**config.mk**
```make
export PLATFORM = sky130hd
export DESIGN_NAME = pid_controller_with_gain_menu_core
export DESIGN_NICKNAME = d
export VERILOG_FILES = /design/src/hw/rtl/pgm_pkg.sv /design/src/hw/rtl/pid_controller_with_gain_menu_core.sv /design/src/hw/rtl/pgm_div.sv /design/src/hw/rtl/pgm_mac.sv
export SDC_FILE = /design/constraint.sdc
export NUM_CORES = 2
export LEC_CHECK = 0
export ABC_CLOCK_PERIOD_IN_PS = 9100
export BUFFER_PORTS_ARGS = -buffer_cell sky130_fd_sc_hd__buf_4
export CORE_UTILIZATION = 58
export DETAILED_ROUTE_END_ITERATION = 6
export PLACE_DENSITY = 0.77
export SLEW_MARGIN = 10
export SYNTH_ARGS = -nofsm -noshare
export SYNTH_HDL_FRONTEND = slang
export SYNTH_HIERARCHICAL = 1
export SYNTH_SLANG_ARGS = --single-unit
```
**constraint.sdc**
```tcl
create_clock -name i_clk -period 9.1 [get_ports i_clk]
set_input_delay 1.365 -clock i_clk [delete_from_list [all_inputs] [get_ports i_clk]]
set_output_delay 1.365 -clock i_clk [all_outputs]
set_load 0.005 [all_outputs]
```
**src/hw/rtl/pgm_pkg.sv**
```systemverilog
package pgm_pkg;

    localparam int VW        = 32;
    localparam int FB        = 16;
    localparam int GW        = 5;
    localparam int DVD_W     = GW + 2 * FB;
    localparam int DIV_STEPS = DVD_W;
    localparam int CNT_W     = $clog2(DIV_STEPS + 1);
    localparam int ACC_W     = 2 * VW + 2;

    localparam logic [GW-1:0] GAIN_MAX   = GW'(20);
    localparam logic [GW-1:0] GAIN_RESET = GW'(2);

    localparam logic REG_TARGET = 1'b0;
    localparam logic REG_PERIOD = 1'b1;

    localparam logic [1:0] ITEM_KP = 2'd0;
    localparam logic [1:0] ITEM_KI = 2'd1;
    localparam logic [1:0] ITEM_KD = 2'd2;

    localparam logic [VW-1:0] PERIOD_RESET = VW'(655);

    typedef enum logic [6:0] {
        S_IDLE  = 7'b0000001,
        S_DIV   = 7'b0000010,
        S_COEF  = 7'b0000100,
        S_MAC   = 7'b0001000,
        S_FLUSH = 7'b0010000,
        S_SUM   = 7'b0100000,
        S_DONE  = 7'b1000000
    } t_state;

    function automatic logic signed [VW-1:0] sat(input logic signed [63:0] x);
        logic signed [63:0] hi;
        logic signed [63:0] lo;
        hi = 64'sd2147483647;
        lo = -64'sd2147483648;
        if (x > hi) begin
            sat = hi[VW-1:0];
        end else if (x < lo) begin
            sat = lo[VW-1:0];
        end else begin
            sat = x[VW-1:0];
        end
    endfunction

    function automatic logic signed [VW-1:0] gain_value(input logic [GW-1:0] g);
        gain_value = {{(VW-GW-FB+1){1'b0}}, g, {(FB-1){1'b0}}};
    endfunction

endpackage

```
**src/hw/rtl/pid_controller_with_gain_menu_core.sv**
```systemverilog
// PID speed controller with a three-gain menu (Tustin, velocity form), Q16.16.
// Every accepted input beat gives exactly one result beat. In the menu, set steps
// through kp/ki/kd and plus/minus move the selected gain by 0.5 within 0..10; hold
// goes to standby. From standby set starts running; each running beat gives
// u = a*e + b*e1 + c*e2 + u2. Menu beats and hold/set while running go straight to
// the result; a running control sample runs three products through one shared
// 32x32 multiplier, then a flush and the final sum; whenever coefficients are
// rebuilt (hold in the menu, any standby beat), the 37-step bit-serial divider
// forms 2Kd/T before the coefficients are registered. A result that cannot yet be
// posted to the output register delays the next input accept. The block takes one
// beat at a time; a finished result sits in an output register, so the next input
// beat can be taken while it waits. Configuration (index 0 target, 1 sample
// period) is written through its own channel, always ready; the user must write
// it only while the block is idle, as the block itself does not enforce this.
module pid_controller_with_gain_menu_core
    import pgm_pkg::*;
(
    input  logic                 i_clk,
    input  logic                 i_rst_n,
    input  logic                 i_cfg_valid,
    output logic                 o_cfg_ready,
    input  logic                 i_cfg_index,
    input  logic [VW-1:0]        i_cfg_data,
    input  logic                 i_in_valid,
    output logic                 o_in_ready,
    input  logic                 i_plus_pressed,
    input  logic                 i_minus_pressed,
    input  logic                 i_set_pressed,
    input  logic                 i_hold_pressed,
    input  logic signed [VW-1:0] i_measured_velocity,
    output logic                 o_out_valid,
    input  logic                 i_out_ready,
    output logic                 o_in_operation,
    output logic                 o_is_running,
    output logic [1:0]           o_gain_selected,
    output logic signed [VW-1:0] o_shown_value
);
    t_state r_state;

    // config registers
    logic signed [VW-1:0] r_target;
    logic [VW-1:0]        r_period;

    // controller state
    logic                 r_op;
    logic                 r_run;
    logic [1:0]           r_item;
    logic [GW-1:0]        r_gain [3];
    logic signed [VW-1:0] r_coef [3];
    logic signed [VW-1:0] r_err  [3];
    logic signed [VW-1:0] r_eff  [3];
    logic signed [VW-1:0] r_shown;
    logic [1:0]           r_cnt;

    // output register
    logic                 r_out_valid;
    logic                 r_o_op;
    logic                 r_o_run;
    logic [1:0]           r_o_item;
    logic signed [VW-1:0] r_o_shown;

    logic                 accept;
    logic                 post_res;
    logic                 div_start;
    logic                 div_done;
    logic [DVD_W-1:0]     quo;
    logic [VW-1:0]        t_eff;
    logic [1:0]           item_next;
    logic [GW-1:0]        gain_cur;
    logic [GW-1:0]        gain_new;
    logic signed [VW-1:0] err_new;
    logic                 mac_clr;
    logic                 mac_en;
    logic signed [VW-1:0] mac_a;
    logic signed [VW-1:0] mac_b;
    logic signed [ACC_W-1:0] acc;

    // coefficient and effort math
    logic [VW+GW-1:0]     gi_t;
    logic signed [39:0]   cd, cp, ci, ca, cb, cc;
    logic signed [ACC_W-1:0] acc_sh;
    logic signed [63:0]   u_sum;

    assign accept      = i_in_valid && o_in_ready;
    assign o_in_ready  = (r_state == S_IDLE);
    assign o_cfg_ready = 1'b1;
    assign t_eff       = (r_period == '0) ? VW'(1) : r_period;
    // result beat posted when the output register is free or draining
    assign post_res    = (r_state == S_DONE) && (!r_out_valid || i_out_ready);

    always_comb begin
        item_next = (r_item == ITEM_KD) ? ITEM_KP : r_item + 2'd1;
        gain_cur  = r_gain[r_item];
        gain_new  = gain_cur;
        if (i_plus_pressed) begin
            if (gain_cur < GAIN_MAX) gain_new = gain_cur + 1'b1;
        end else if (i_minus_pressed) begin
            if (gain_cur != '0) gain_new = gain_cur - 1'b1;
        end
        err_new = sat(64'(r_target) - 64'(i_measured_velocity));
    end

    // divider runs on hold in the menu and on every standby beat
    assign div_start = accept && ((!r_op && i_hold_pressed) || (r_op && !r_run));

    pgm_div u_div (
        .i_clk      (i_clk),
        .i_rst_n    (i_rst_n),
        .i_start    (div_start),
        .i_dividend ({r_gain[ITEM_KD], {(2*FB){1'b0}}}),
        .i_divisor  (t_eff),
        .o_done     (div_done),
        .o_quotient (quo)
    );

    assign mac_clr = accept;
    assign mac_en  = (r_state == S_MAC);
    always_comb begin
        mac_a = r_coef[0];
        mac_b = r_err[0];
        case (r_cnt)
            2'd1:    begin mac_a = r_coef[1]; mac_b = r_err[1]; end
            2'd2:    begin mac_a = r_coef[2]; mac_b = r_err[2]; end
            default: begin mac_a = r_coef[0]; mac_b = r_err[0]; end
        endcase
    end

    pgm_mac u_mac (
        .i_clk   (i_clk),
        .i_rst_n (i_rst_n),
        .i_clr   (mac_clr),
        .i_en    (mac_en),
        .i_a     (mac_a),
        .i_b     (mac_b),
        .o_acc   (acc)
    );

    always_comb begin
        gi_t   = (VW+GW)'(r_gain[ITEM_KI]) * (VW+GW)'(t_eff);
        cd     = 40'(quo);
        cp     = 40'(gain_value(r_gain[ITEM_KP]));
        ci     = 40'(gi_t[VW+GW-1:2]);
        ca     = cd + cp + ci;
        cb     = (ci <<< 1) - (cd <<< 1);
        cc     = cd - cp + ci;
        // floor shift of the exact sum, then add u2
        acc_sh = acc >>> FB;
        u_sum  = acc_sh[63:0] + 64'(r_eff[2]);
    end

    always_ff @(posedge i_clk) begin
        if (!i_rst_n) begin
            r_state     <= S_IDLE;
            r_target    <= '0;
            r_period    <= PERIOD_RESET;
            r_op        <= 1'b0;
            r_run       <= 1'b0;
            r_item      <= ITEM_KP;
            r_out_valid <= 1'b0;
            r_cnt       <= '0;
            for (int k = 0; k < 3; k++) begin
                r_gain[k] <= GAIN_RESET;
                r_coef[k] <= '0;
                r_err[k]  <= '0;
                r_eff[k]  <= '0;
            end
        end else begin
            if (i_cfg_valid) begin
                unique case (i_cfg_index)
                    REG_TARGET: r_target <= i_cfg_data;
                    REG_PERIOD: r_period <= i_cfg_data;
                    default:    ;
                endcase
            end
            if (post_res) begin
                r_out_valid <= 1'b1;
            end else if (o_out_valid && i_out_ready) begin
                r_out_valid <= 1'b0;
            end

            unique case (r_state)
                S_IDLE: begin
                    if (accept) begin
                        if (!r_op) begin
                            if (i_hold_pressed) begin
                                r_op    <= 1'b1;
                                r_run   <= 1'b0;
                                r_shown <= r_target;
                                r_state <= S_DIV;
                            end else if (i_set_pressed) begin
                                r_item  <= item_next;
                                r_shown <= gain_value(r_gain[item_next]);
                                r_state <= S_DONE;
                            end else begin
                                r_gain[r_item] <= gain_new;
                                r_shown <= gain_value(gain_new);
                                r_state <= S_DONE;
                            end
                        end else if (!r_run) begin
                            r_state <= S_DIV;
                            if (i_hold_pressed) begin
                                r_op    <= 1'b0;
                                r_item  <= ITEM_KP;
                                r_shown <= gain_value(r_gain[ITEM_KP]);
                                for (int k = 0; k < 3; k++) begin
                                    r_err[k] <= '0;
                                    r_eff[k] <= '0;
                                end
                            end else if (i_set_pressed) begin
                                r_run   <= 1'b1;
                                r_shown <= r_eff[0];
                            end else begin
                                r_shown <= r_target;
                            end
                        end else begin
                            if (i_hold_pressed || i_set_pressed) begin
                                if (i_hold_pressed) begin
                                    r_op    <= 1'b0;
                                    r_item  <= ITEM_KP;
                                    r_shown <= gain_value(r_gain[ITEM_KP]);
                                end else begin
                                    r_run   <= 1'b0;
                                    r_shown <= r_target;
                                end
                                for (int k = 0; k < 3; k++) begin
                                    r_err[k] <= '0;
                                    r_eff[k] <= '0;
                                end
                                r_state <= S_DONE;
                            end else begin
                                r_err[2] <= r_err[1];
                                r_err[1] <= r_err[0];
                                r_err[0] <= err_new;
                                r_eff[2] <= r_eff[1];
                                r_eff[1] <= r_eff[0];
                                r_cnt    <= '0;
                                r_state  <= S_MAC;
                            end
                        end
                    end
                end
                S_DIV: begin
                    if (div_done) r_state <= S_COEF;
                end
                S_COEF: begin
                    r_coef[0] <= sat(64'(ca));
                    r_coef[1] <= sat(64'(cb));
                    r_coef[2] <= sat(64'(cc));
                    r_state   <= S_DONE;
                end
                S_MAC: begin
                    r_cnt <= r_cnt + 2'd1;
                    if (r_cnt == 2'd2) r_state <= S_FLUSH;
                end
                S_FLUSH: begin
                    r_state <= S_SUM;
                end
                S_SUM: begin
                    r_eff[0] <= sat(u_sum);
                    r_shown  <= sat(u_sum);
                    r_state  <= S_DONE;
                end
                S_DONE: begin
                    if (post_res) r_state <= S_IDLE;
                end
                default: r_state <= S_IDLE;
            endcase
        end
    end

    // result payload, loaded as the beat is posted
    always_ff @(posedge i_clk) begin
        if (post_res) begin
            r_o_op    <= r_op;
            r_o_run   <= r_run;
            r_o_item  <= r_item;
            r_o_shown <= r_shown;
        end
    end

    assign o_out_valid     = r_out_valid;
    assign o_in_operation  = r_o_op;
    assign o_is_running    = r_o_run;
    assign o_gain_selected = r_o_item;
    assign o_shown_value   = r_o_shown;
endmodule

```
**src/hw/rtl/pgm_div.sv**
```systemverilog
module pgm_div
    import pgm_pkg::*;
(
    input  logic             i_clk,
    input  logic             i_rst_n,
    input  logic             i_start,
    input  logic [DVD_W-1:0] i_dividend,
    input  logic [VW-1:0]    i_divisor,
    output logic             o_done,
    output logic [DVD_W-1:0] o_quotient
);
    // restoring divider, one quotient bit per cycle
    logic             r_busy;
    logic             r_done;
    logic [CNT_W-1:0] r_cnt;
    logic [VW-1:0]    r_rem;
    logic [DVD_W-1:0] r_quo;
    logic [VW-1:0]    r_div;
    logic [VW:0]      trial;
    logic [VW:0]      diff;
    logic             qbit;

    assign trial = {r_rem, r_quo[DVD_W-1]};
    assign diff  = trial - {1'b0, r_div};
    assign qbit  = (trial >= {1'b0, r_div});

    always_ff @(posedge i_clk) begin
        if (!i_rst_n) begin
            r_busy <= 1'b0;
            r_done <= 1'b0;
            r_cnt  <= '0;
        end else begin
            r_done <= 1'b0;
            if (i_start) begin
                r_busy <= 1'b1;
                r_cnt  <= '0;
            end else if (r_busy) begin
                r_cnt <= r_cnt + 1'b1;
                if (r_cnt == CNT_W'(DIV_STEPS - 1)) begin
                    r_busy <= 1'b0;
                    r_done <= 1'b1;
                end
            end
        end
    end

    always_ff @(posedge i_clk) begin
        if (i_start) begin
            r_rem <= '0;
            r_quo <= i_dividend;
            r_div <= i_divisor;
        end else if (r_busy) begin
            r_rem <= qbit ? diff[VW-1:0] : trial[VW-1:0];
            r_quo <= {r_quo[DVD_W-2:0], qbit};
        end
    end

    assign o_done     = r_done;
    assign o_quotient = r_quo;
endmodule

```
**src/hw/rtl/pgm_mac.sv**
```systemverilog
module pgm_mac
    import pgm_pkg::*;
(
    input  logic                    i_clk,
    input  logic                    i_rst_n,
    input  logic                    i_clr,
    input  logic                    i_en,
    input  logic signed [VW-1:0]    i_a,
    input  logic signed [VW-1:0]    i_b,
    output logic signed [ACC_W-1:0] o_acc
);
    // product registered, then accumulated on the next cycle
    logic signed [2*VW-1:0]  r_prod;
    logic                    r_prod_vld;
    logic signed [ACC_W-1:0] r_acc;

    always_ff @(posedge i_clk) begin
        if (!i_rst_n) begin
            r_prod_vld <= 1'b0;
        end else begin
            r_prod_vld <= i_en && !i_clr;
        end
    end

    always_ff @(posedge i_clk) begin
        r_prod <= i_a * i_b;
        if (i_clr) begin
            r_acc <= '0;
        end else if (r_prod_vld) begin
            r_acc <= r_acc + ACC_W'(r_prod);
        end
    end

    assign o_acc = r_acc;
endmodule

```
After elaboration in Yosys (flattened, before gate mapping)
Memories as Yosys holds them, arrays and structs flattened. A register that Yosys moved wholly into a read port is not among the register bits.
Index checks and enable logic that the tools add are counted.
{ "totals": {"mem_count": 4, "ramBits": 303, "elab_cells": 270, "inputBits": 74, "out_inout_bits": 39, "ff_bits": 386} }
{ "op_classes": {"n_reduce_logical": 34, "bitwise_logic": 24, "n_mul": 2, "eq_ne": 21, "muxes": 136, "addsub": 14, "n_lt_le_gt_ge": 12} }
{ "mem_list": {"columns": ["memory", "depth", "width", "read_ports", "rd_clocked_by_memory_dff", "wr", "line_no", "text"], "rows": [
  ["r_coef", 3, 32, 3, 0, 3, "pid_controller_with_gain_menu_core.sv:49", "logic signed [VW-1:0] r_coef [3];"],
  ["r_eff", 3, 32, 3, 0, 3, "pid_controller_with_gain_menu_core.sv:51", "logic signed [VW-1:0] r_eff [3];"],
  ["r_err", 3, 32, 3, 0, 3, "pid_controller_with_gain_menu_core.sv:50", "logic signed [VW-1:0] r_err [3];"],
  ["r_gain", 3, 5, 5, 1, 3, "pid_controller_with_gain_menu_core.sv:48", "logic [GW-1:0] r_gain [3];"]
]} }
{ "ops": {"columns": ["op", "count"], "rows": [
  ["32-bit two-way mux", 49],
  ["32-bit one-hot mux with 2 select lines", 3],
  ["39-bit by 32-bit > comparator with 1-bit output, second input constant", 2],
  ["39-bit by 32-bit less-than comparator with 1-bit output, second input constant", 2],
  ["37-bit two-way mux", 2],
  ["66-bit by 64-bit adder with 66-bit output", 1],
  ["32-bit by 32-bit multiplier with 64-bit output", 1],
  ["7-bit two-way mux", 8],
  ["1-bit two-way mux", 52],
  ["50-bit by 32-bit adder with 51-bit output", 1],
  ["51-bit by 32-bit > comparator with 1-bit output, second input constant", 1],
  ["51-bit by 32-bit less-than comparator with 1-bit output, second input constant", 1],
  ["7-bit one-hot mux with 6 select lines", 1],
  ["40-bit by 32-bit less-than comparator with 1-bit output, second input constant", 1],
  ["38-bit by 35-bit adder with 39-bit output", 1],
  ["38-bit by 36-bit adder with 39-bit output", 1],
  ["39-bit by 31-bit > comparator with 1-bit output, second input constant", 1],
  ["36-bit by 38-bit subtractor with 39-bit output", 1],
  ["37-bit by 20-bit adder with 38-bit output", 1],
  ["37-bit by 20-bit subtractor with 38-bit output", 1],
  ["5-bit by 32-bit multiplier with 37-bit output", 1],
  ["33-bit by 32-bit >= comparator with 1-bit output", 1],
  ["33-bit by 32-bit > comparator with 1-bit output, second input constant", 1],
  ["33-bit by 32-bit less-than comparator with 1-bit output, second input constant", 1],
  ["other kinds (40)", 108]
]} }

Longest topological paths before layout
{ "logic_depth": {"word_depth": 10, "ltp_mapped": 38, "mapped_depth_nobuf": 36} }

Cells and area by module
The synthesis kept the hierarchy.
{ "modules_own_cells": {"columns": ["mod", "area_each_um2", "seq_area_each_um2", "cells_per_inst", "n_inst"], "rows": [
  ["pgm_mac", 44351.3, 2622.5, 4933, 1],
  ["pid_controller_with_gain_menu_core", 36471.2, 12892.4, 4002, 1],
  ["pgm_div", 6516.2, 2872.8, 661, 1]
]} }

Worst setup path after synthesis
OpenSTA, ideal clock, no wires.
{ "synth_path": {"kind": "input -> register", "from": "input i_hold_pressed", "to": "memory r_err[0][0], enable pin", "n_path_buf": 2, "cell_stages": 4, "arrival_ns": 8.619, "required_time_ns": 8.417, "setup_time_ns": 0.683, "setup_slack_ns": -0.202, "path_cell_list": "clkbuf_1 > clkbuf_1 > nor2_1 > o21ai_0"} }
{ "synth_lines": {"columns": ["item", "line_no", "text"], "rows": [
  ["start: declaration", "pid_controller_with_gain_menu_core.sv:29", "input logic i_hold_pressed,"],
  ["end: declaration", "pid_controller_with_gain_menu_core.sv:50", null]
]} }

==> metrics.csv <==
stage;metric;value;unit
run_status;status;finished, final reports clean;
clock_tree;Max clock buf depth;3;
logic_synthesis;mux contribution to synthesized area;0.0130;
layout;Layout Utilization;0.640;
global_route;vias in the first global route;70900;
logic_synthesis;Synth Area in Simple Gates;0.161;
layout;Final Non-Filler Cells;11700;
clock_tree;clk sinks;696;
logic_synthesis;Synth cell types;114;
logic_synthesis;list of most frequent post-synthesis cells;1,599 x inv_1, 1,198 x fa_1, 1,007 x nand2_1;
clock_tree;CTS Buf Count;80;
worst_setup_path;launch point of the worst path;r_period[8];
floorplan;Die Wd;390;um
place;hpwl dp;218000;um
floorplan;# IOs;113;
logic_synthesis;Yosys top cell by area;fa_1;
route;per-cell routed wire length;23.1;um
timing;FMAX;112;MHz
logic_synthesis;Synth area leaders;fa_1 27%, edfxtp_1 15%, ha_1 7.7%;
floorplan;Die ar.;152000;sq um
logic_synthesis;Syn Inst Count;9596;
logic_synthesis;top_reg_cell synth;edfxtp_1;
worst_setup_path;CP arrival;9300;ps
clock_tree;H-Tree Depth;3;
route;number of vias per cell;5.92;
logic_synthesis;largest family of logic cells by synthesized area;adder cells;
timing;period utilization;0.980;
timing;RSZ-0062 raised after global routing;yes;
worst_setup_path;Slowest-stage cell, CP;or4_1;
floorplan;Initial Util;0.584;
clock_tree;CTS tree;done;
clock_tree;Worst-Skew Late Latency;730;ps
worst_setup_path;RR Startpoint;r_period[8];
run;Max-Cap Viols;0;
worst_setup_path;WP buf/inv;3;
timing;Worst Max-Slew Pin Slew;1220;ps
global_route;global route overflow;0;
logic_synthesis;synthesis-stage register bit count;696;
clock_tree;hold-fix buffers at CTS;0;
route;antenna-violating nets left;0;
layout;Layout area overhead;9.56;%
timing;slew margin rel.;0.181;
logic_synthesis;Synth top area share;0.275;
route;drt total wl;271000;um
timing;Layout Skew;85.3;ps
logic_synthesis;Mean Syn Cell Area;9.10;sq um
route;DRC;0;
worst_setup_path;CP Launch Type;register;
logic_synthesis;most common cell in the synthesized netlist;inv_1;
layout;layout cells sized above 1;0.0883;
timing;min Tclk post-route;8920;ps
global_route;largest net degree at the start of global routing;90;
worst_setup_path;critical path endpoint category;register;
worst_setup_path;R2R Setup Slk;180;ps
timing;Min Hold Slack;415;ps
place;placed cells;11600;
worst_setup_path;critical path required time;9490;ps
timing;final slew viol count;0;
logic_synthesis;xor/xnor share of the synthesized area;0.0360;
global_route;antenna violations before repair;5;
worst_setup_path;cell family with most CP delay;compound AO/OA/AOI/OAI gates;
route;Detailed Routing Iterations Pass 1;7;
clock_tree;clock root buffer;clkbuf_16;
logic_synthesis;sequential fraction of the synthesis area;0.211;
timing;Fin. Hold Viols;0;
worst_setup_path;Worst Path Max Fanout;29;
clock_tree;Clock transition at path regs;60;ps
route;initial drt markers;5887;
logic_synthesis;synth warn;6;
logic_synthesis;Synth Area in Adders;0.352;
worst_setup_path;WS Path Type;register to register;
floorplan;Die Y;390;um
timing;Setup-failing EPs final;0;
layout;Nets;11500;
min_path;Hold Crit Class;register to register;
logic_synthesis;post-synthesis compound-gate area fraction;0.135;
logic_synthesis;area of the mapped netlist;87300;sq um
logic_synthesis;EDFF count, synth;445;
logic_synthesis;asr flop ratio synth;0;
place;Placer Congestion;1.01;
global_route;first-pass GRT wire length;417000;um
route;vias;69600;
floorplan;core area;150000;sq um
worst_setup_path;CP max stage delay;630;ps
min_path;hold path start;r_shown[27];
place;port bufs;111;
global_route;Global Route Usage Sum;0.358;
floorplan;# rows;142;
==> layout make-up <==
cell class	instances	area [sq um]
inverter	1602	6020
sequential	696	18400
timing repair buffer	462	4230
antenna	3	7.51
fill	12400	53900
multi-input combinational	6816	61800
clock buffer	95	2120
tap	2016	2520
clock inverter	51	578
==> state kept, by name (all words and copies together) (netlist names), 6 cells and up, named ones only <==
signal            count
u_div/r_div          32
r_err                96
u_mac/r_prod         64
u_div/r_cnt           6
r_gain               20
r_eff                96
r_shown              32
r_coef               96
r_state               7
u_div/o_quotient     37
u_div/r_rem          32
o_shown_value        32
r_period             32
r_target             32
u_mac/o_acc          66
==> through the flow <==
| step | area [sq um] | setup WS, ps | setup TNS, ps |
|---|---|---|---|
| 2_1_floorplan | 87500 | 120 | 0 |
| 3_3_place_gp | 92300 | -62.7 | -89.4 |
| 3_5_place_dp | 92300 | -25.1 | -25.1 |
| 4_1_cts | 95000 | 27.9 | 0 |
| 5_1_grt | 95700 | -66.6 | -810 |
| 6_report | 95700 | 184 | 0 |
==> kinds of logic (layout without fill, tap and decap cells) <==
family                   after synthesis  count (layout)
adder cells (fa/ha/maj)             1736            1736
flip-flops                           696             696
buffers and inverters               2116            2210
multiplexers                         103             103
AND/OR/NAND/NOR                     2803            2803
XOR/XNOR                             358             358
other                                  2              37
AO/OA/AOI/OAI                       1782            1782
==> per-layer routing <==
metal / global-route usage / routed length (um)
met1: 0.464 / 106000
met2: 0.565 / 124000
met3: 0.0700 / 23300
met4: 0.200 / 17200
met5: 0 / 46
==> layout by cell type, fill, tap and decap left out, types with 41 or more instances in the layout <==
master / Yosys / layout
a221oi_1: 58 / 58
edfxtp_1: 445 / 445
buf_4: 4 / 398
ha_1: 538 / 530
a21boi_0: 75 / 75
a22oi_1: 73 / 63
o21a_1: 57 / 57
o21bai_1: 64 / 63
a31oi_1: 81 / 79
buf_12: 0 / 53
o211ai_1: 42 / 42
nand2b_1: 75 / 75
nor2b_1: 62 / 59
xnor2_1: 251 / 248
a21oi_1: 397 / 388
mux2_2: 41 / 41
and3_1: 44 / 43
o21ai_2: 2 / 53
o21ai_0: 326 / 255
nand4_1: 76 / 76
nor3_1: 85 / 83
o21ai_1: 58 / 61
mux2i_1: 56 / 56
nand3_1: 121 / 121
inv_1: 1599 / 1596
nand2_1: 1007 / 1005
a21o_1: 204 / 204
fa_1: 1198 / 1192
clkbuf_16: 0 / 83
xor2_1: 106 / 106
dfxtp_1: 251 / 249
nor2_1: 368 / 365
o31ai_1: 55 / 53
a211oi_1: 57 / 56
and2_1: 792 / 792
==> repair_timing <==
item,in CTS,in global routing
gates resized for setup,3,95
gates cloned,0,3
setup buffers,0,15
endpoints found under the setup margin,28,121
pin swaps,0,16
==> worst register-to-register path, delay by kind of cell, from the launching register on <==
kind / cells / cell delay [ps]
AOI/OAI and AO/OA: 10 / 2790
xor gates and xnor gates: 1 / 210
and+or+nand+nor: 8 / 2520
buffers and inverters: 3 / 190
DFF: 1 / 330
muxes: 1 / 350
adders and majority gates: 5 / 2180
==> worst paths after layout <==
check / cells after the start / end
max: 28 / r_coef[0][60]
min: 0 / o_shown_value[27]
max reg2reg: 28 / r_coef[0][60]
min reg2reg: 0 / o_shown_value[27]
Power is left out: the tool's default activity adds up to more than one toggle a clock period on the data nets, which glitch-free logic cannot reach.
